## config.mk

```make
export PLATFORM = sky130hd
export DESIGN_NAME = nmea_rmc_sentence_parser_unit_flat
export DESIGN_NICKNAME = d
export VERILOG_FILES = /design/src/rtl/nrmc_pkg.sv /design/src/rtl/nrmc_byte_if.sv /design/src/rtl/nrmc_fix_if.sv /design/src/rtl/nrmc_parse.sv /design/src/rtl/nrmc_conv.sv /design/src/rtl/nrmc_commit.sv /design/src/rtl/nmea_rmc_sentence_parser_unit.sv /design/src/flat_wrapper.sv
export VERILOG_INCLUDE_DIRS = /design/src /design/src/rtl
export SDC_FILE = /design/constraint.sdc
export NUM_CORES = 2
export LEC_CHECK = 0
export BUFFER_PORTS_ARGS = -buffer_cell sky130_fd_sc_hd__buf_2
export CAP_MARGIN = 20
export CORE_MARGIN = 2
export CORE_UTILIZATION = 65
export DETAILED_ROUTE_END_ITERATION = 12
export PLACE_DENSITY = 0.88
export SLEW_MARGIN = 25
export SYNTH_ARGS = -nofsm -noshare
export SYNTH_HDL_FRONTEND = slang
export SYNTH_SLANG_ARGS = --single-unit
```

## constraint.sdc

```tcl
create_clock -name clk -period 10 [get_ports clk]
set_clock_uncertainty 0.05 [all_clocks]
set_input_delay 0 -clock clk [delete_from_list [all_inputs] [get_ports clk]]
set_output_delay 0 -clock clk [all_outputs]
set_load 0.05 [all_outputs]
```

## src/rtl/nmea_rmc_sentence_parser_unit_assert.svh

```systemverilog
// Assertion macros shared by the RMC parser RTL.
// Expects clk and arst_n in the scope of every use; no other dependencies.
`ifndef NMEA_RMC_SENTENCE_PARSER_UNIT_ASSERT_SVH
`define NMEA_RMC_SENTENCE_PARSER_UNIT_ASSERT_SVH

// Same-cycle implication, disabled while reset is asserted.
`define NRMC_ASSERT_IMP(lbl, ante, cons, msg) \
	lbl: assert property (@(posedge clk) disable iff (!arst_n) (ante) |-> (cons)) \
		else $error(msg);

// Next-cycle implication, disabled while reset is asserted.
`define NRMC_ASSERT_NXT(lbl, ante, cons, msg) \
	lbl: assert property (@(posedge clk) disable iff (!arst_n) (ante) |=> (cons)) \
		else $error(msg);

`endif

```

## src/rtl/nrmc_pkg.sv

```systemverilog
// Package for the RMC sentence parser: sizes, character codes, field numbers,
// conversion constants and the stage structs. No dependencies.
package nrmc_pkg;

	localparam int LINE_MAX    = 128;
	localparam int FRAC_DIGITS = 4;

	// line position counter, holds 0 .. LINE_MAX-1
	localparam int CNT_W = $clog2(LINE_MAX);
	localparam logic [CNT_W-1:0] CNT_LAST = CNT_W'(LINE_MAX - 1);

	localparam int HDR_LEN = 6;
	localparam int HDR_IW  = $clog2(HDR_LEN);
	localparam logic [CNT_W-1:0] HDR_END = CNT_W'(HDR_LEN);
	localparam logic [7:0] HDR_TEXT [HDR_LEN] = '{8'h24, 8'h47, 8'h4E, 8'h52, 8'h4D, 8'h43};

	localparam logic [7:0] CH_LF    = 8'h0A;
	localparam logic [7:0] CH_COMMA = 8'h2C;
	localparam logic [7:0] CH_DOT   = 8'h2E;
	localparam logic [7:0] CH_0     = 8'h30;
	localparam logic [7:0] CH_9     = 8'h39;
	localparam logic [7:0] CH_A     = 8'h41;
	localparam logic [7:0] CH_S     = 8'h53;
	localparam logic [7:0] CH_W     = 8'h57;

	// comma-counted field numbers
	localparam int FLD_W = 4;
	localparam logic [FLD_W-1:0] FLD_LAST   = 4'd15;
	localparam logic [FLD_W-1:0] FLD_TIME   = 4'd1;
	localparam logic [FLD_W-1:0] FLD_STATUS = 4'd2;
	localparam logic [FLD_W-1:0] FLD_LAT    = 4'd3;
	localparam logic [FLD_W-1:0] FLD_NS     = 4'd4;
	localparam logic [FLD_W-1:0] FLD_LON    = 4'd5;
	localparam logic [FLD_W-1:0] FLD_EW     = 4'd6;
	localparam logic [FLD_W-1:0] FLD_DATE   = 4'd9;

	// present flags
	localparam int PRES_W = 5;
	localparam int P_TIME  = 0;
	localparam int P_VALID = 1;
	localparam int P_LAT   = 2;
	localparam int P_LON   = 3;
	localparam int P_DATE  = 4;

	// status / hemisphere bits
	localparam int VH_W = 3;
	localparam int VH_A = 0;
	localparam int VH_S = 1;
	localparam int VH_W_BIT = 2;

	typedef enum logic [1:0] {
		KIND_TIME,
		KIND_LAT,
		KIND_LON,
		KIND_DATE
	} kind_t;

	function automatic longint pow10(input int n);
		longint p;
		p = 1;
		for (int i = 0; i < n; i++) begin
			p = p * 10;
		end
		return p;
	endfunction

	function automatic longint gcd_sub(input longint a, input longint b);
		longint x;
		longint y;
		x = a;
		y = b;
		while (x != y) begin
			if (x > y) begin
				x = x - y;
			end else begin
				y = y - x;
			end
		end
		return x;
	endfunction

	localparam longint FRAC_LIM = pow10(FRAC_DIGITS);
	localparam int FRAC_W = $clog2(FRAC_LIM);
	localparam int FC_W   = $clog2(FRAC_DIGITS + 1);

	typedef logic [FRAC_W-1:0] frac_wt_t [2**FC_W];

	// place value of each fraction digit, padded to FRAC_DIGITS digits
	function automatic frac_wt_t mk_frac_wt();
		frac_wt_t t;
		for (int k = 0; k < 2**FC_W; k++) begin
			t[k] = (k < FRAC_DIGITS) ? FRAC_W'(pow10(FRAC_DIGITS - 1 - k)) : '0;
		end
		return t;
	endfunction

	localparam frac_wt_t FRAC_WT = mk_frac_wt();

	// integer part accumulates as hi (value / 100) and two low digits
	localparam int HI_W = 14;
	localparam logic [HI_W-1:0] HI_SAT  = 14'd9999;
	localparam logic [HI_W-1:0] HI_TRIP = 14'd1000;
	localparam int DIGIT_W = 4;
	localparam logic [DIGIT_W-1:0] DIGIT_NINE = 4'd9;

	localparam int TD_W  = 20;
	localparam int LAT_W = 28;
	localparam int LON_W = 29;
	localparam int MAG_W = 28;
	localparam int LO_W  = 7;

	localparam int DEG_W   = 8;
	localparam int DEG_CAP = 255;
	localparam longint UDEG_PER_DEG = 1000000;
	localparam longint LAT_LIM = 90000000;
	localparam longint LON_LIM = 180000000;
	localparam logic signed [LAT_W-1:0] LAT_MAX_S = LAT_W'(LAT_LIM);
	localparam logic signed [LAT_W-1:0] LAT_MIN_S = LAT_W'(-LAT_LIM);
	localparam logic signed [LON_W-1:0] LON_MAX_S = LON_W'(LON_LIM);
	localparam logic signed [LON_W-1:0] LON_MIN_S = LON_W'(-LON_LIM);
	localparam logic [TD_W-1:0] TD_SAT = 20'd999999;

	// minutes to microdegrees: udeg = x * 10^6 / (60 * 10^FRAC_DIGITS), reduced
	localparam longint CONV_G   = gcd_sub(UDEG_PER_DEG, 60 * FRAC_LIM);
	localparam longint CONV_NUM = UDEG_PER_DEG / CONV_G;
	localparam longint CONV_DEN = (60 * FRAC_LIM) / CONV_G;
	localparam longint LO_MUL   = FRAC_LIM * CONV_NUM;
	localparam longint Y_MAX    = (100 * FRAC_LIM - 1) * CONV_NUM;
	localparam int Y_W  = $clog2(Y_MAX + 1);
	localparam int SH   = Y_W + $clog2(CONV_DEN) + 1;
	localparam longint RECIP = ((longint'(1) << SH) + CONV_DEN - 1) / CONV_DEN;
	localparam int RC_W = $clog2(RECIP + 1);
	localparam int Q_W  = $clog2(Y_MAX / CONV_DEN + 1);
	localparam int PROD_W = Y_W + RC_W;

	// field finish / line commit event out of the parser
	typedef struct packed {
		logic                 fin;
		logic                 commit;
		kind_t                kind;
		logic [HI_W-1:0]      hi;
		logic [DIGIT_W-1:0]   d1;
		logic [DIGIT_W-1:0]   d0;
		logic [FRAC_W-1:0]    frac;
		logic [PRES_W-1:0]    present;
		logic [VH_W-1:0]      vh;
	} ev_t;

	// after integer rebuild and scaling
	typedef struct packed {
		logic                 fin;
		logic                 commit;
		kind_t                kind;
		logic [TD_W-1:0]      intv;
		logic [MAG_W-1:0]     deg;
		logic [Y_W-1:0]       y;
		logic [PRES_W-1:0]    present;
		logic [VH_W-1:0]      vh;
	} cv_t;

	// after the constant division
	typedef struct packed {
		logic                 fin;
		logic                 commit;
		kind_t                kind;
		logic [TD_W-1:0]      intv;
		logic [MAG_W-1:0]     deg;
		logic [Q_W-1:0]       q;
		logic [PRES_W-1:0]    present;
		logic [VH_W-1:0]      vh;
	} cq_t;

endpackage

```

## src/rtl/nrmc_byte_if.sv

```systemverilog
// Byte stream channel of the RMC parser: valid/ready plus one received byte.
// No dependencies.
interface nrmc_byte_if ();
	logic       valid;
	logic       ready;
	logic [7:0] rx_byte;

	modport source (output valid, output rx_byte, input ready);
	modport sink (input valid, input rx_byte, output ready);
endinterface

```

## src/rtl/nrmc_fix_if.sv

```systemverilog
// Fix record channel of the RMC parser: valid/ready plus the record fields.
// Depends on nrmc_pkg for the field widths.
interface nrmc_fix_if import nrmc_pkg::*; ();
	logic                    valid;
	logic                    ready;
	logic [TD_W-1:0]         time_hms;
	logic                    fix_valid;
	logic signed [LAT_W-1:0] latitude_udeg;
	logic signed [LON_W-1:0] longitude_udeg;
	logic [TD_W-1:0]         date_dmy;

	modport source (output valid, output time_hms, output fix_valid, output latitude_udeg,
		output longitude_udeg, output date_dmy, input ready);
	modport sink (input valid, input time_hms, input fix_valid, input latitude_udeg,
		input longitude_udeg, input date_dmy, output ready);
endinterface

```

## src/rtl/nrmc_parse.sv

```systemverilog
// Per-byte line and field parser; emits finish / commit events into stage 1.
// Depends on nrmc_pkg and nrmc_byte_if.
module nrmc_parse import nrmc_pkg::*; (
	input  logic       clk,
	input  logic       arst_n,
	nrmc_byte_if.sink  rx,
	input  logic       adv,
	output ev_t        ev_s1
);

	logic               accept;
	logic [7:0]         c;
	logic               is_digit;
	logic [DIGIT_W-1:0] dig;
	logic               fin_ok;
	logic               first;
	kind_t              kind;
	logic [PRES_W-1:0]  fin_bit;
	ev_t                ev_n;

	logic [CNT_W-1:0]   cnt_q, cnt_n;
	logic               hdr_q, hdr_n;
	logic [FLD_W-1:0]   fld_q, fld_n;
	logic [HI_W-1:0]    hi_q, hi_n;
	logic [DIGIT_W-1:0] d1_q, d1_n;
	logic [DIGIT_W-1:0] d0_q, d0_n;
	logic [FRAC_W-1:0]  frac_q, frac_n;
	logic [FC_W-1:0]    fcnt_q, fcnt_n;
	logic               infrac_q, infrac_n;
	logic               stop_q, stop_n;
	logic               started_q, started_n;
	logic [PRES_W-1:0]  pres_q, pres_n;
	logic [VH_W-1:0]    vh_q, vh_n;

	assign rx.ready = adv;
	assign accept   = rx.valid && adv;
	assign c        = rx.rx_byte;

	always_comb begin
		is_digit = (c inside {[CH_0:CH_9]});
		dig      = DIGIT_W'(c - CH_0);
		fin_ok   = started_q && (fld_q inside {FLD_TIME, FLD_LAT, FLD_LON, FLD_DATE});
		first    = !started_q;

		case (fld_q)
			FLD_TIME: begin
				kind    = KIND_TIME;
				fin_bit = PRES_W'(1) << P_TIME;
			end
			FLD_LAT: begin
				kind    = KIND_LAT;
				fin_bit = PRES_W'(1) << P_LAT;
			end
			FLD_LON: begin
				kind    = KIND_LON;
				fin_bit = PRES_W'(1) << P_LON;
			end
			FLD_DATE: begin
				kind    = KIND_DATE;
				fin_bit = PRES_W'(1) << P_DATE;
			end
			default: begin
				kind    = KIND_TIME;
				fin_bit = '0;
			end
		endcase

		cnt_n     = cnt_q;
		hdr_n     = hdr_q;
		fld_n     = fld_q;
		hi_n      = hi_q;
		d1_n      = d1_q;
		d0_n      = d0_q;
		frac_n    = frac_q;
		fcnt_n    = fcnt_q;
		infrac_n  = infrac_q;
		stop_n    = stop_q;
		started_n = started_q;
		pres_n    = pres_q;
		vh_n      = vh_q;

		ev_n         = '0;
		ev_n.kind    = kind;
		ev_n.hi      = hi_q;
		ev_n.d1      = d1_q;
		ev_n.d0      = d0_q;
		ev_n.frac    = frac_q;
		ev_n.present = pres_q | (fin_ok ? fin_bit : '0);
		ev_n.vh      = vh_q;

		if (accept) begin
			if (c == CH_LF) begin
				// end of line: commit a matching sentence, then start over
				ev_n.commit = hdr_q && (cnt_q >= HDR_END);
				ev_n.fin    = ev_n.commit && fin_ok;
				cnt_n       = '0;
				hdr_n       = 1'b1;
				fld_n       = '0;
				hi_n        = '0;
				d1_n        = '0;
				d0_n        = '0;
				frac_n      = '0;
				fcnt_n      = '0;
				infrac_n    = 1'b0;
				stop_n      = 1'b0;
				started_n   = 1'b0;
				pres_n      = '0;
				vh_n        = '0;
			end else if (cnt_q < CNT_LAST) begin
				cnt_n = cnt_q + 1'b1;
				if (cnt_q < HDR_END) begin
					if (c != HDR_TEXT[cnt_q[HDR_IW-1:0]]) begin
						hdr_n = 1'b0;
					end
				end else if (hdr_q) begin
					if (c == CH_COMMA) begin
						ev_n.fin  = fin_ok;
						pres_n    = ev_n.present;
						fld_n     = (fld_q == FLD_LAST) ? fld_q : fld_q + 1'b1;
						hi_n      = '0;
						d1_n      = '0;
						d0_n      = '0;
						frac_n    = '0;
						fcnt_n    = '0;
						infrac_n  = 1'b0;
						stop_n    = 1'b0;
						started_n = 1'b0;
					end else begin
						started_n = 1'b1;
						case (fld_q)
							FLD_STATUS: begin
								if (first) begin
									pres_n[P_VALID] = 1'b1;
									vh_n[VH_A]      = (c == CH_A);
								end
							end
							FLD_NS: begin
								if (first && c == CH_S) begin
									vh_n[VH_S] = 1'b1;
								end
							end
							FLD_EW: begin
								if (first && c == CH_W) begin
									vh_n[VH_W_BIT] = 1'b1;
								end
							end
							FLD_TIME, FLD_LAT, FLD_LON, FLD_DATE: begin
								if (!stop_q) begin
									if (is_digit) begin
										if (infrac_q) begin
											// drop digits past the kept precision
											if (fcnt_q < FC_W'(FRAC_DIGITS)) begin
												frac_n = frac_q + FRAC_W'(dig * FRAC_WT[fcnt_q]);
												fcnt_n = fcnt_q + 1'b1;
											end
										end else if (hi_q >= HI_TRIP) begin
											// value reached a million: hold at 999999
											hi_n = HI_SAT;
											d1_n = DIGIT_NINE;
											d0_n = DIGIT_NINE;
										end else begin
											hi_n = HI_W'(hi_q * HI_W'(10)) + HI_W'(d1_q);
											d1_n = d0_q;
											d0_n = dig;
										end
									end else if (c == CH_DOT && !infrac_q) begin
										infrac_n = 1'b1;
									end else begin
										stop_n = 1'b1;
									end
								end
							end
							default: begin
							end
						endcase
					end
				end
			end
		end
	end

	always_ff @(posedge clk or negedge arst_n) begin
		if (!arst_n) begin
			cnt_q     <= '0;
			hdr_q     <= 1'b1;
			fld_q     <= '0;
			hi_q      <= '0;
			d1_q      <= '0;
			d0_q      <= '0;
			frac_q    <= '0;
			fcnt_q    <= '0;
			infrac_q  <= 1'b0;
			stop_q    <= 1'b0;
			started_q <= 1'b0;
			pres_q    <= '0;
			vh_q      <= '0;
			ev_s1     <= '0;
		end else begin
			cnt_q     <= cnt_n;
			hdr_q     <= hdr_n;
			fld_q     <= fld_n;
			hi_q      <= hi_n;
			d1_q      <= d1_n;
			d0_q      <= d0_n;
			frac_q    <= frac_n;
			fcnt_q    <= fcnt_n;
			infrac_q  <= infrac_n;
			stop_q    <= stop_n;
			started_q <= started_n;
			pres_q    <= pres_n;
			vh_q      <= vh_n;
			if (adv) begin
				ev_s1 <= ev_n;
			end
		end
	end

endmodule

```

## src/rtl/nrmc_conv.sv

```systemverilog
// Numeric conversion stages 2 and 3: rebuild integers, scale minutes and
// divide by the reduced constant via a reciprocal multiply. Depends on nrmc_pkg.
module nrmc_conv import nrmc_pkg::*; (
	input  logic clk,
	input  logic arst_n,
	input  logic adv,
	input  ev_t  ev_s1,
	output cq_t  cq_s3
);

	logic [LO_W-1:0]   lo;
	logic [DEG_W-1:0]  hi_c;
	logic [PROD_W-1:0] prod;
	cv_t               cv_n, cv_s2;
	cq_t               cq_n;

	always_comb begin
		lo   = LO_W'(ev_s1.d1 * LO_W'(10)) + LO_W'(ev_s1.d0);
		// anything at or past the cap clamps downstream anyway
		hi_c = (ev_s1.hi > HI_W'(DEG_CAP)) ? DEG_W'(DEG_CAP) : DEG_W'(ev_s1.hi);

		cv_n.fin     = ev_s1.fin;
		cv_n.commit  = ev_s1.commit;
		cv_n.kind    = ev_s1.kind;
		cv_n.intv    = TD_W'(ev_s1.hi * TD_W'(100)) + TD_W'(lo);
		cv_n.deg     = MAG_W'(hi_c * MAG_W'(UDEG_PER_DEG));
		cv_n.y       = Y_W'(lo * Y_W'(LO_MUL)) + Y_W'(ev_s1.frac * Y_W'(CONV_NUM));
		cv_n.present = ev_s1.present;
		cv_n.vh      = ev_s1.vh;
	end

	always_comb begin
		prod         = PROD_W'(cv_s2.y) * PROD_W'(RECIP);
		cq_n.fin     = cv_s2.fin;
		cq_n.commit  = cv_s2.commit;
		cq_n.kind    = cv_s2.kind;
		cq_n.intv    = cv_s2.intv;
		cq_n.deg     = cv_s2.deg;
		cq_n.q       = Q_W'(prod >> SH);
		cq_n.present = cv_s2.present;
		cq_n.vh      = cv_s2.vh;
	end

	always_ff @(posedge clk or negedge arst_n) begin
		if (!arst_n) begin
			cv_s2 <= '0;
			cq_s3 <= '0;
		end else if (adv) begin
			cv_s2 <= cv_n;
			cq_s3 <= cq_n;
		end
	end

endmodule

```

## src/rtl/nrmc_commit.sv

```systemverilog
// Final stage: clamp angles, hold staged and kept fields, drive the fix
// record register. Depends on nrmc_pkg, nrmc_fix_if and the assertion macros.
`include "nmea_rmc_sentence_parser_unit_assert.svh"

module nrmc_commit import nrmc_pkg::*; (
	input  logic       clk,
	input  logic       arst_n,
	input  cq_t        cq_s3,
	output logic       hold,
	nrmc_fix_if.source fix
);

	logic [MAG_W-1:0]        mag;
	logic [LAT_W-1:0]        lat_mag;
	logic [LON_W-1:0]        lon_mag;
	logic                    wr;
	logic                    take;

	logic [TD_W-1:0]         st_time_q, st_time_n;
	logic [TD_W-1:0]         st_date_q, st_date_n;
	logic [LAT_W-1:0]        st_lat_q, st_lat_n;
	logic [LON_W-1:0]        st_lon_q, st_lon_n;

	logic [TD_W-1:0]         kept_time_q, kept_time_n;
	logic [TD_W-1:0]         kept_date_q, kept_date_n;
	logic                    kept_valid_q, kept_valid_n;
	logic signed [LAT_W-1:0] kept_lat_q, kept_lat_n;
	logic signed [LON_W-1:0] kept_lon_q, kept_lon_n;
	logic                    out_valid_q;

	// hold the pipe only when a new record would overwrite an untaken one
	assign hold = cq_s3.commit && out_valid_q && !fix.ready;
	assign wr   = cq_s3.fin && !hold;
	assign take = cq_s3.commit && !hold;

	always_comb begin
		mag     = cq_s3.deg + MAG_W'(cq_s3.q);
		lat_mag = (mag > MAG_W'(LAT_LIM)) ? LAT_W'(LAT_LIM) : LAT_W'(mag);
		lon_mag = (mag > MAG_W'(LON_LIM)) ? LON_W'(LON_LIM) : LON_W'(mag);

		st_time_n = st_time_q;
		st_date_n = st_date_q;
		st_lat_n  = st_lat_q;
		st_lon_n  = st_lon_q;
		if (wr) begin
			case (cq_s3.kind)
				KIND_TIME: st_time_n = cq_s3.intv;
				KIND_LAT:  st_lat_n  = lat_mag;
				KIND_LON:  st_lon_n  = lon_mag;
				KIND_DATE: st_date_n = cq_s3.intv;
				default: begin
				end
			endcase
		end

		kept_time_n  = kept_time_q;
		kept_date_n  = kept_date_q;
		kept_valid_n = kept_valid_q;
		kept_lat_n   = kept_lat_q;
		kept_lon_n   = kept_lon_q;
		if (take) begin
			// empty fields keep the previous line's value
			if (cq_s3.present[P_TIME]) begin
				kept_time_n = st_time_n;
			end
			if (cq_s3.present[P_DATE]) begin
				kept_date_n = st_date_n;
			end
			if (cq_s3.present[P_VALID]) begin
				kept_valid_n = cq_s3.vh[VH_A];
			end
			if (cq_s3.present[P_LAT]) begin
				kept_lat_n = cq_s3.vh[VH_S] ? $signed(-st_lat_n) : $signed(st_lat_n);
			end
			if (cq_s3.present[P_LON]) begin
				kept_lon_n = cq_s3.vh[VH_W_BIT] ? $signed(-st_lon_n) : $signed(st_lon_n);
			end
		end
	end

	always_ff @(posedge clk or negedge arst_n) begin
		if (!arst_n) begin
			st_time_q <= '0;
			st_date_q <= '0;
			st_lat_q  <= '0;
			st_lon_q  <= '0;
		end else begin
			st_time_q <= st_time_n;
			st_date_q <= st_date_n;
			st_lat_q  <= st_lat_n;
			st_lon_q  <= st_lon_n;
		end
	end

	always_ff @(posedge clk or negedge arst_n) begin
		if (!arst_n) begin
			kept_time_q  <= '0;
			kept_date_q  <= '0;
			kept_valid_q <= 1'b0;
			kept_lat_q   <= '0;
			kept_lon_q   <= '0;
			out_valid_q  <= 1'b0;
		end else begin
			kept_time_q  <= kept_time_n;
			kept_date_q  <= kept_date_n;
			kept_valid_q <= kept_valid_n;
			kept_lat_q   <= kept_lat_n;
			kept_lon_q   <= kept_lon_n;
			if (take) begin
				out_valid_q <= 1'b1;
			end else if (fix.ready) begin
				out_valid_q <= 1'b0;
			end
		end
	end

	assign fix.valid          = out_valid_q;
	assign fix.time_hms       = kept_time_q;
	assign fix.fix_valid      = kept_valid_q;
	assign fix.latitude_udeg  = kept_lat_q;
	assign fix.longitude_udeg = kept_lon_q;
	assign fix.date_dmy       = kept_date_q;

	`NRMC_ASSERT_IMP(a_lat_range, fix.valid, fix.latitude_udeg <= LAT_MAX_S && fix.latitude_udeg >= LAT_MIN_S, "latitude out of range")
	`NRMC_ASSERT_IMP(a_lon_range, fix.valid, fix.longitude_udeg <= LON_MAX_S && fix.longitude_udeg >= LON_MIN_S, "longitude out of range")
	`NRMC_ASSERT_IMP(a_td_range, fix.valid, fix.time_hms <= TD_SAT && fix.date_dmy <= TD_SAT, "time or date past saturation")
	`NRMC_ASSERT_NXT(a_lat_keep, cq_s3.commit && !cq_s3.present[P_LAT] && !hold, $stable(kept_lat_q), "latitude changed without a latitude field")

endmodule

```

## src/rtl/nmea_rmc_sentence_parser_unit.sv

```systemverilog
// Top level of the NMEA 0183 RMC sentence parser.
// Depends on nrmc_pkg, nrmc_byte_if, nrmc_fix_if, nrmc_parse, nrmc_conv, nrmc_commit.
//
//  channel | dir | payload                                              | handshake
//  --------+-----+------------------------------------------------------+-----------
//  rx      | in  | rx_byte[7:0]                                         | valid/ready
//  fix     | out | time_hms, fix_valid, latitude_udeg, longitude_udeg,  | valid/ready
//          |     | date_dmy                                             |
//
// One byte is taken every cycle unless rx is stalled. A fix record becomes valid
// once the newline ending a $GNRMC line has passed in order through the parser
// register, the scale stage, the reciprocal multiply stage and the record register.
// arst_n clears all line state and the kept record to zero; header match resets to one.
// rx stalls only while a finished record sits untaken in the record register and
// the next record has reached the last stage; every other byte flows through.
module nmea_rmc_sentence_parser_unit import nrmc_pkg::*; (
	input  logic       clk,
	input  logic       arst_n,
	nrmc_byte_if.sink  rx,
	nrmc_fix_if.source fix
);

	logic hold;
	logic adv;
	ev_t  ev_s1;
	cq_t  cq_s3;

	// the three stages advance together; only the record register can stall them
	assign adv = !hold;

	// track line position, header, field number and numeric accumulators; emit a
	// finish event on each comma ending a non-empty numeric field, and a commit on the newline of a matching line
	nrmc_parse u_parse (
		.clk    (clk),
		.arst_n (arst_n),
		.rx     (rx),
		.adv    (adv),
		.ev_s1  (ev_s1)
	);

	// rebuild time and date integers, turn ddmm.mmmm into degrees * 10^6 plus scaled
	// minutes, then divide the minutes term by its constant with a reciprocal multiply
	nrmc_conv u_conv (
		.clk    (clk),
		.arst_n (arst_n),
		.adv    (adv),
		.ev_s1  (ev_s1),
		.cq_s3  (cq_s3)
	);

	// clamp, stage per-line fields, fold them into the kept record on commit
	// and present the record as one transaction on fix
	nrmc_commit u_commit (
		.clk    (clk),
		.arst_n (arst_n),
		.cq_s3  (cq_s3),
		.hold   (hold),
		.fix    (fix)
	);

endmodule
```

## src/flat_wrapper.sv

```systemverilog
// flat-port wrapper written by rule: the top's interface ports become plain ports
module nmea_rmc_sentence_parser_unit_flat import nrmc_pkg::*;
  (clk, arst_n, rx_valid, rx_rx_byte, rx_ready, fix_valid, fix_time_hms, fix_fix_valid, fix_latitude_udeg, fix_longitude_udeg, fix_date_dmy, fix_ready);
  nrmc_byte_if rx_i ();
  nrmc_fix_if fix_i ();
  input  logic clk;
  input  logic arst_n;
  input wire logic [$bits(rx_i.valid)-1:0] rx_valid;
  input wire logic [$bits(rx_i.rx_byte)-1:0] rx_rx_byte;
  output wire logic [$bits(rx_i.ready)-1:0] rx_ready;
  output wire logic [$bits(fix_i.valid)-1:0] fix_valid;
  output wire logic [$bits(fix_i.time_hms)-1:0] fix_time_hms;
  output wire logic [$bits(fix_i.fix_valid)-1:0] fix_fix_valid;
  output wire logic [$bits(fix_i.latitude_udeg)-1:0] fix_latitude_udeg;
  output wire logic [$bits(fix_i.longitude_udeg)-1:0] fix_longitude_udeg;
  output wire logic [$bits(fix_i.date_dmy)-1:0] fix_date_dmy;
  input wire logic [$bits(fix_i.ready)-1:0] fix_ready;
  assign rx_i.valid = rx_valid;
  assign rx_i.rx_byte = rx_rx_byte;
  assign rx_ready = rx_i.ready;
  assign fix_valid = fix_i.valid;
  assign fix_time_hms = fix_i.time_hms;
  assign fix_fix_valid = fix_i.fix_valid;
  assign fix_latitude_udeg = fix_i.latitude_udeg;
  assign fix_longitude_udeg = fix_i.longitude_udeg;
  assign fix_date_dmy = fix_i.date_dmy;
  assign fix_i.ready = fix_ready;
  nmea_rmc_sentence_parser_unit u_core (.clk(clk), .arst_n(arst_n), .rx(rx_i), .fix(fix_i));
endmodule
```

== Word level (Yosys, flattened, before mapping) ==
Memories as Yosys holds them, arrays and structs flattened.
Index checks and enable logic that the tools add are counted.
Word-level totals
  bits in registers: 458
  latch bits: 0
  bits in writable memories: 0
  memory bits (read-only): 176
  input bits: 12
  output and inout bits: 100
  logic and storage cells: 302
  memories kept: 2
Cells by class
  $add $sub $neg: 12
  $mul: 8
  divide/modulo/power cells: 0
  magnitude comparators: 12
  equal/unequal tests: 26
  shift operators: 0
  muxes and demuxes: 134
  bitwise operators: 3
  reduce and logical (&&, ||, !) cells: 54
Memories
  (name not given): depth 8, bits a word 14, read ports 1, clocked after Yosys merged registers in 0, wr ports 0, line nrmc_parse.sv:153  | frac_n = frac_q + FRAC_W'(dig * FRAC_WT[fcnt_q]);
  (name not given): depth 8, bits a word 8, read ports 1, clocked after Yosys merged registers in 0, wr ports 0, line nrmc_parse.sv:112  | if (c != HDR_TEXT[cnt_q[HDR_IW-1:0]]) begin
Operators with widths (count)
  $mux W14: 22
  $mux W28: 5
  $mux W4: 26
  $mux W29: 3
  $mux W20: 4
  $mux W3: 16
  $mul A23 B24 Y46 const B: 1
  $mux W1: 45
  $neg A29 Y29: 1
  $add A28 B21 Y28: 1
  $gt A28 B27 Y1 const B: 1
  $gt A28 B28 Y1 const B: 1
  $neg A28 Y28: 1
  $mux W5: 5
  $eq A8 B7 Y1 const B: 3
  $mux W8: 3
  $add A23 B17 Y23: 1
  $mul A8 B14 Y22 const B: 1
  $reduce_bool A2 Y1: 11
  $reduce_and A7 Y1: 3
  $add A20 B7 Y20: 1
  $pmux W5 S4: 1
  $mul A7 B12 Y19 const B: 1
  $mul A14 B5 Y18 const B: 1
  49 further kinds: 91

== Logic depth before layout (Yosys ltp) ==
  depth in word-level cells: 16
  mapped depth: 30
  mapped depth without buffers: 30

== Hierarchy ==
Synthesis repeated with hierarchy kept, for this count alone.
Second synthesis, totals
  cells, all modules: 3828
  area, all modules: 37986.4 um^2
By module, submodules not included
  nrmc_conv: times used 1, cells an instance 1832, area each 18943.2 um^2, seq. area each 3803.6 um^2
  nrmc_commit: times used 1, cells an instance 1235, area each 11636.2 um^2, seq. area each 4904.7 um^2
  nrmc_parse: times used 1, cells an instance 760, area each 7403.4 um^2, seq. area each 2753.9 um^2
  nmea_rmc_sentence_parser_unit: times used 1, cells an instance 1, area each 3.8 um^2, seq. area each 0.0 um^2

== Least setup slack after synthesis ==
OpenSTA, ideal clock, no wires.
  kind: register to register
  start point: register u_core.u_conv.cv_s2[10] in the netlist's numbering
  end point: register u_core.u_conv.cq_s3[28] (netlist name)
  library setup time: 0.133 ns
  arrival: 6.365 ns
  data required time: 9.817 ns
  path slack: 3.452 ns
  stages on the path, launching flop included: 24
  path buffers: 0
  period minus slack after synthesis: 6.548 ns
  path through: dfrtp_1 > ha_1 > fa_1 > fa_1 > inv_1 > fa_1 > fa_1 > inv_1 > fa_1 > fa_1 > ha_1 > and4_1 > o2111ai_1 > a21oi_1 > o31ai_1 > a21oi_1 > o21ai_0 > a21oi_1 > nor2_1 > a211o_1 > o311a_1 > a21oi_1 > xnor2_1 > o21ai_0
Between the ends
  cells in the longest elaborated chain, start to end: 1
RTL lines
  start: declaration: line nrmc_conv.sv:14  | cv_t cv_n, cv_s2;
  start signal: assignment: line nrmc_conv.sv:49  | cv_s2 <= cv_n;
  $mul A23 B24 Y46: line nrmc_conv.sv:33  | prod = PROD_W'(cv_s2.y) * PROD_W'(RECIP);
Every way passes these cells.
A chain may end at the register's enable or synchronous reset.

== Worst setup path after layout ==
  start point: register u_core.u_parse.ev_s1[26] (netlist name)
  end point: register u_core.u_conv.cv_s2[30] in the netlist's numbering
Between the ends
  cells in the longest elaborated chain, start to end: 4
RTL lines
  $mul A4 B3 Y6: line nrmc_conv.sv:18  | lo = LO_W'(ev_s1.d1 * LO_W'(10)) + LO_W'(ev_s1.d0);
  $add A7 B4 Y7: line nrmc_conv.sv:18
  $mul A7 B12 Y19: line nrmc_conv.sv:27  | cv_n.y = Y_W'(lo * Y_W'(LO_MUL)) + Y_W'(ev_s1.frac * Y_W'(CONV_NUM));
  $add A23 B17 Y23: line nrmc_conv.sv:27
Every way passes these cells.

==> impl_metrics.csv <==
group,metric,value,unit
worst_setup_path,critPathMaxFanout,6,
worst_setup_path,crit_arrival,7.82,ns
synth,syn_avg_cell_area,9.615,um^2
synth,ys_warn_count,0,
drt,wl_per_cell,18.72,um
worst_setup_path,r2r-end,"u_core.u_conv.cv_s2[30]$_DFFE_PN0N_",
clocking,clock-sinks,458,
timing,drv_slew,0,
place,post_dp_cell_area,36600,um^2
worst_setup_path,start_kind,"register",
global_routing,overflow,0,
timing,min_period_over_period,0.7443,
worst_setup_path,worst_setup_path_end_kind,"register",
synth,synth_edf_count,0,
clocking,cts_tree,"done",
power,switching_power,0.9166,mW
final_layout,final_nets,4452,
clocking,cts_max_level,2,
drt,routed_wl,84310,um
drt,vias_per_cell,5.995,
worst_setup_path,rrSetupSlack,2.56,ns
global_routing,antenna_found_initial,0,
timing,setup_ws,2.557,ns
timing,setup_viol,0,
timing,period_minus_slack,7.443,ns
place,portBuffers,111,
clocking,cts_buffer_depth,3,
floorplan,pin_count,112,
worst_setup_path,slowest_stage,"xor2_1",
power,power.leakage,21.25,nW
power,swShare,0.2291,
worst_setup_path,cpMostUsedCell,"ha_1",
synth,yosys_most_used_dff,"dfrtp_1",
run_status,status,"finished, final reports clean",
global_routing,grt_usage,0.3033,
drt,drc,0,
floorplan,coreArea,53920,um^2
floorplan,start_util,0.6575,
synth,yosysSeqAreaShare,0.3233,
place,dp_cells,4398,
worst_setup_path,slowest_delay,0.60,ns
min_path,min_from,"fix_ready",
timing,holdWs,0.3454,ns
final_layout,fin_util,0.7153,
final_layout,drive_gt1_frac,0.09979,
final_layout,final-seq-area,11460,um^2
clocking,post_cts.repair.setup_buffers,0,
power,power,4.001,mW
worst_setup_path,path_class,"reg2reg",
final_layout,multi_input_area,21840,um^2
synth,ys_ff_latch,458,
floorplan,fp.dieH,237.5,um
place,dpl.hpwl,61250,um
final_layout,antenna_cells,0,
floorplan,rows,85,
synth,synthDistinctLibCells,101,
clocking,clockRootBuffer,"clkbuf_16",
drt,ant_nets,0,
floorplan,fp.dieW,237.5,um
worst_setup_path,cp_num_cells,27,
final_layout,area_growth,8.799,%
min_path,min_path_type,"in2reg",
clocking,cts_resized,0,
worst_setup_path,path_buf_inv,2,
timing,hold_viol,0,
drt,vias,27003,
global_routing,grt_pass1_vias,28076,
worst_setup_path,crit_end,"u_core.u_conv.cv_s2[30]$_DFFE_PN0N_",
place,dp_slack,2.595,ns
synth,synthArstFlopShare,1.000,
power,clkPwrFrac,0.493,
synth,syn_area,35450,um^2
power,internal_power,3.084,mW
drt,firstDrtPassIters,7,
timing,rsz0062_at_grt,"false",
floorplan,dieArea,56420,um^2
clocking,cts_made_buffers,49,
timing,timing.fmax,0.1344,GHz
worst_setup_path,r2r-start,"u_core.u_parse.ev_s1[26]$_DFFE_PN0N_",
power,seqPwrFrac,0.472,
place,place.gp.congestion,0.9553,
timing,tightest_slew,1.019,ns
worst_setup_path,r2r_cells,27,
synth,syn-num-nets,4369,
worst_setup_path,crit_required,10.38,ns
worst_setup_path,crit_start,"u_core.u_parse.ev_s1[26]$_DFFE_PN0N_",
timing,relSlewSlack,0.3190,
final_layout,stdcell_area,38570,um^2
power,combPwrFrac,0.035,
worst_setup_path,critPathTopFamily,"adder cells",
clocking,clock_latency,0.61,ns
job,maxCapViolCount,0,
power,worst_ir_drop_vdd,0.1378,mV
power,pwr_density_cell,103.7,nW/um^2
global_routing,grt_pass1_wl,139000,um
global_routing,grt_max_degree,166,
clocking,clk_transition_reported_paths,0.07,ns
drt,drt_first_iter_violations,2263,
synth,syn_inst,3687,
final_layout,nFillCells,3538,
final_layout,final_cells,4504,
timing,setup-tns-final,0,ns
## logic make-up after synthesis
logic type	synth area share
simple gates	0.1309
fa+ha+maj	0.2826
compound gates	0.1223
buf+inv	0.06166
flops	0.3233
xor+xnor	0.05012
mux	0.02901
## flip-flops by register name, summed over array words and instances (netlist names), 3 cells and up
register and cells:
u_core.u_commit.fix.date_dmy 20, u_core.u_commit.fix.latitude_udeg 28, u_core.u_commit.fix.longitude_udeg 29, u_core.u_commit.fix.time_hms 20, u_core.u_commit.st_date_q 20, u_core.u_commit.st_lat_q 28
u_core.u_commit.st_lon_q 29, u_core.u_commit.st_time_q 20, u_core.u_conv.cq_n 54, u_core.u_conv.cq_s3 75, u_core.u_conv.cv_s2 23, u_core.u_parse.cnt_q 7
u_core.u_parse.d0_q 4, u_core.u_parse.d1_q 4, u_core.u_parse.ev_s1 48, u_core.u_parse.fcnt_q 3, u_core.u_parse.fld_q 4, u_core.u_parse.frac_q 14
u_core.u_parse.hi_q 14, u_core.u_parse.pres_q 5, u_core.u_parse.vh_q 3
## timing repair
item / CTS / global route
hold endpoints to repair: 120 / 0
setup endpoints to repair: 0 / 0
hold buffers: 16 / 0
## worst reg2reg max path: stages (launching register included)
cell and delay, ns:
dfrtp_1 0.40, ha_1 0.25, fa_1 0.45, xor2_1 0.60, ha_1 0.37, ha_1 0.28, ha_1 0.28, inv_1 0.05
fa_1 0.49, inv_1 0.05, ha_1 0.35, a31oi_1 0.33, o21bai_1 0.10, a21oi_1 0.29, nor2b_1 0.11, o21ai_0 0.22
nor2b_1 0.20, xnor2_1 0.15, fa_1 0.45, ha_1 0.33, o21ai_0 0.10, a21oi_1 0.23, o21bai_1 0.10, a21boi_0 0.37
and4_1 0.27, xnor2_1 0.14, xnor2_1 0.15, o21ai_0 0.09
## Yosys cell counts (17+ instances only)
library cell / count / area [um^2]
ha_1: 452 / 5655
mux2_2: 86 / 968.4
xor2_1: 93 / 814.5
fa_1: 218 / 4364
xnor2_1: 108 / 945.9
o21a_1: 20 / 150.1
inv_1: 457 / 1715
a21o_1: 39 / 292.8
nor3_1: 65 / 325.3
or2_2: 20 / 125.1
nor2b_1: 30 / 187.7
a22o_1: 23 / 201.4
a21oi_1: 143 / 715.7
nand3_1: 53 / 265.3
o21ai_1: 20 / 100.1
o21ai_0: 210 / 1051
nand2_1: 550 / 2064
and2_1: 25 / 156.4
dfrtp_1: 457 / 11440
nand4_1: 18 / 112.6
o31ai_1: 30 / 225.2
nand2b_1: 17 / 106.4
a31oi_1: 20 / 125.1
nor2_1: 171 / 641.9
clkbuf_1: 91 / 341.6
## power groups by stage
stage,logic (mW),registers [mW],clock network [mW]
2_1_floorplan,0.0738,1.91,0
3_3_place_gp,0.126,1.92,0
3_5_place_dp,0.129,1.92,0
4_1_cts,0.137,1.89,1.99
5_1_grt,0.159,1.89,2.05
6_report,0.139,1.89,1.97
## layer usage
| metal | share of wire | GRT usage |
|---|---|---|
| met5 | 0 | 0 |
| met2 | 0.50 | 0.5390 |
| met3 | 0.057 | 0.04471 |
| met1 | 0.40 | 0.3703 |
| met4 | 0.043 | 0.1256 |
## how the worst min path moves through the flow
stage               depth (start not counted)  slack [ns]                                           endpoint
floorplan                                   0       -0.35        u_core.u_commit.fix.date_dmy[0]$_DFFE_PN0P_
global placement                            1       0.008  u_core.u_commit.fix.latitude_udeg[25]$_DFFE_PN0P_
detailed placement                          1        0.01   u_core.u_commit.fix.latitude_udeg[8]$_DFFE_PN0P_
CTS                                         4        0.30                u_core.u_parse.cnt_q[0]$_DFFE_PN0P_
global route                                4        0.37                u_core.u_parse.cnt_q[2]$_DFFE_PN0P_
finish                                      4        0.35              u_core.u_commit.fix.valid$_DFFE_PN0P_
## cell type report
type / count / area share
Multi-Input combinational cell: 2654 / 0.5661
Sequential cell: 458 / 0.2972
Inverter: 462 / 0.04509
Clock buffer: 65 / 0.03620
Timing Repair Buffer: 145 / 0.02352
Tap cell: 696 / 0.02258
Clock inverter: 24 / 0.009245
## cells in the final DEF (no fill, tap or decap), drive strengths merged, types with 15 or more instances in the layout
cell type	count
nand3	53
and3	16
a22o	24
a21o	39
o31ai	33
o21bai	15
nor3	66
clkbuf	65
nor2b	30
inv	465
fa	218
o21a	21
a211oi	19
dfrtp	457
xor2	94
dlygate4sd3	15
mux2	86
nand2	552
or2	24
nand2b	17
nand4	19
buf	130
ha	452
a21oi	146
xnor2	108
o21ai	230
and2	25
nor2	171
a31oi	22
o211ai	15
Power figures use the tool's default switching activity.
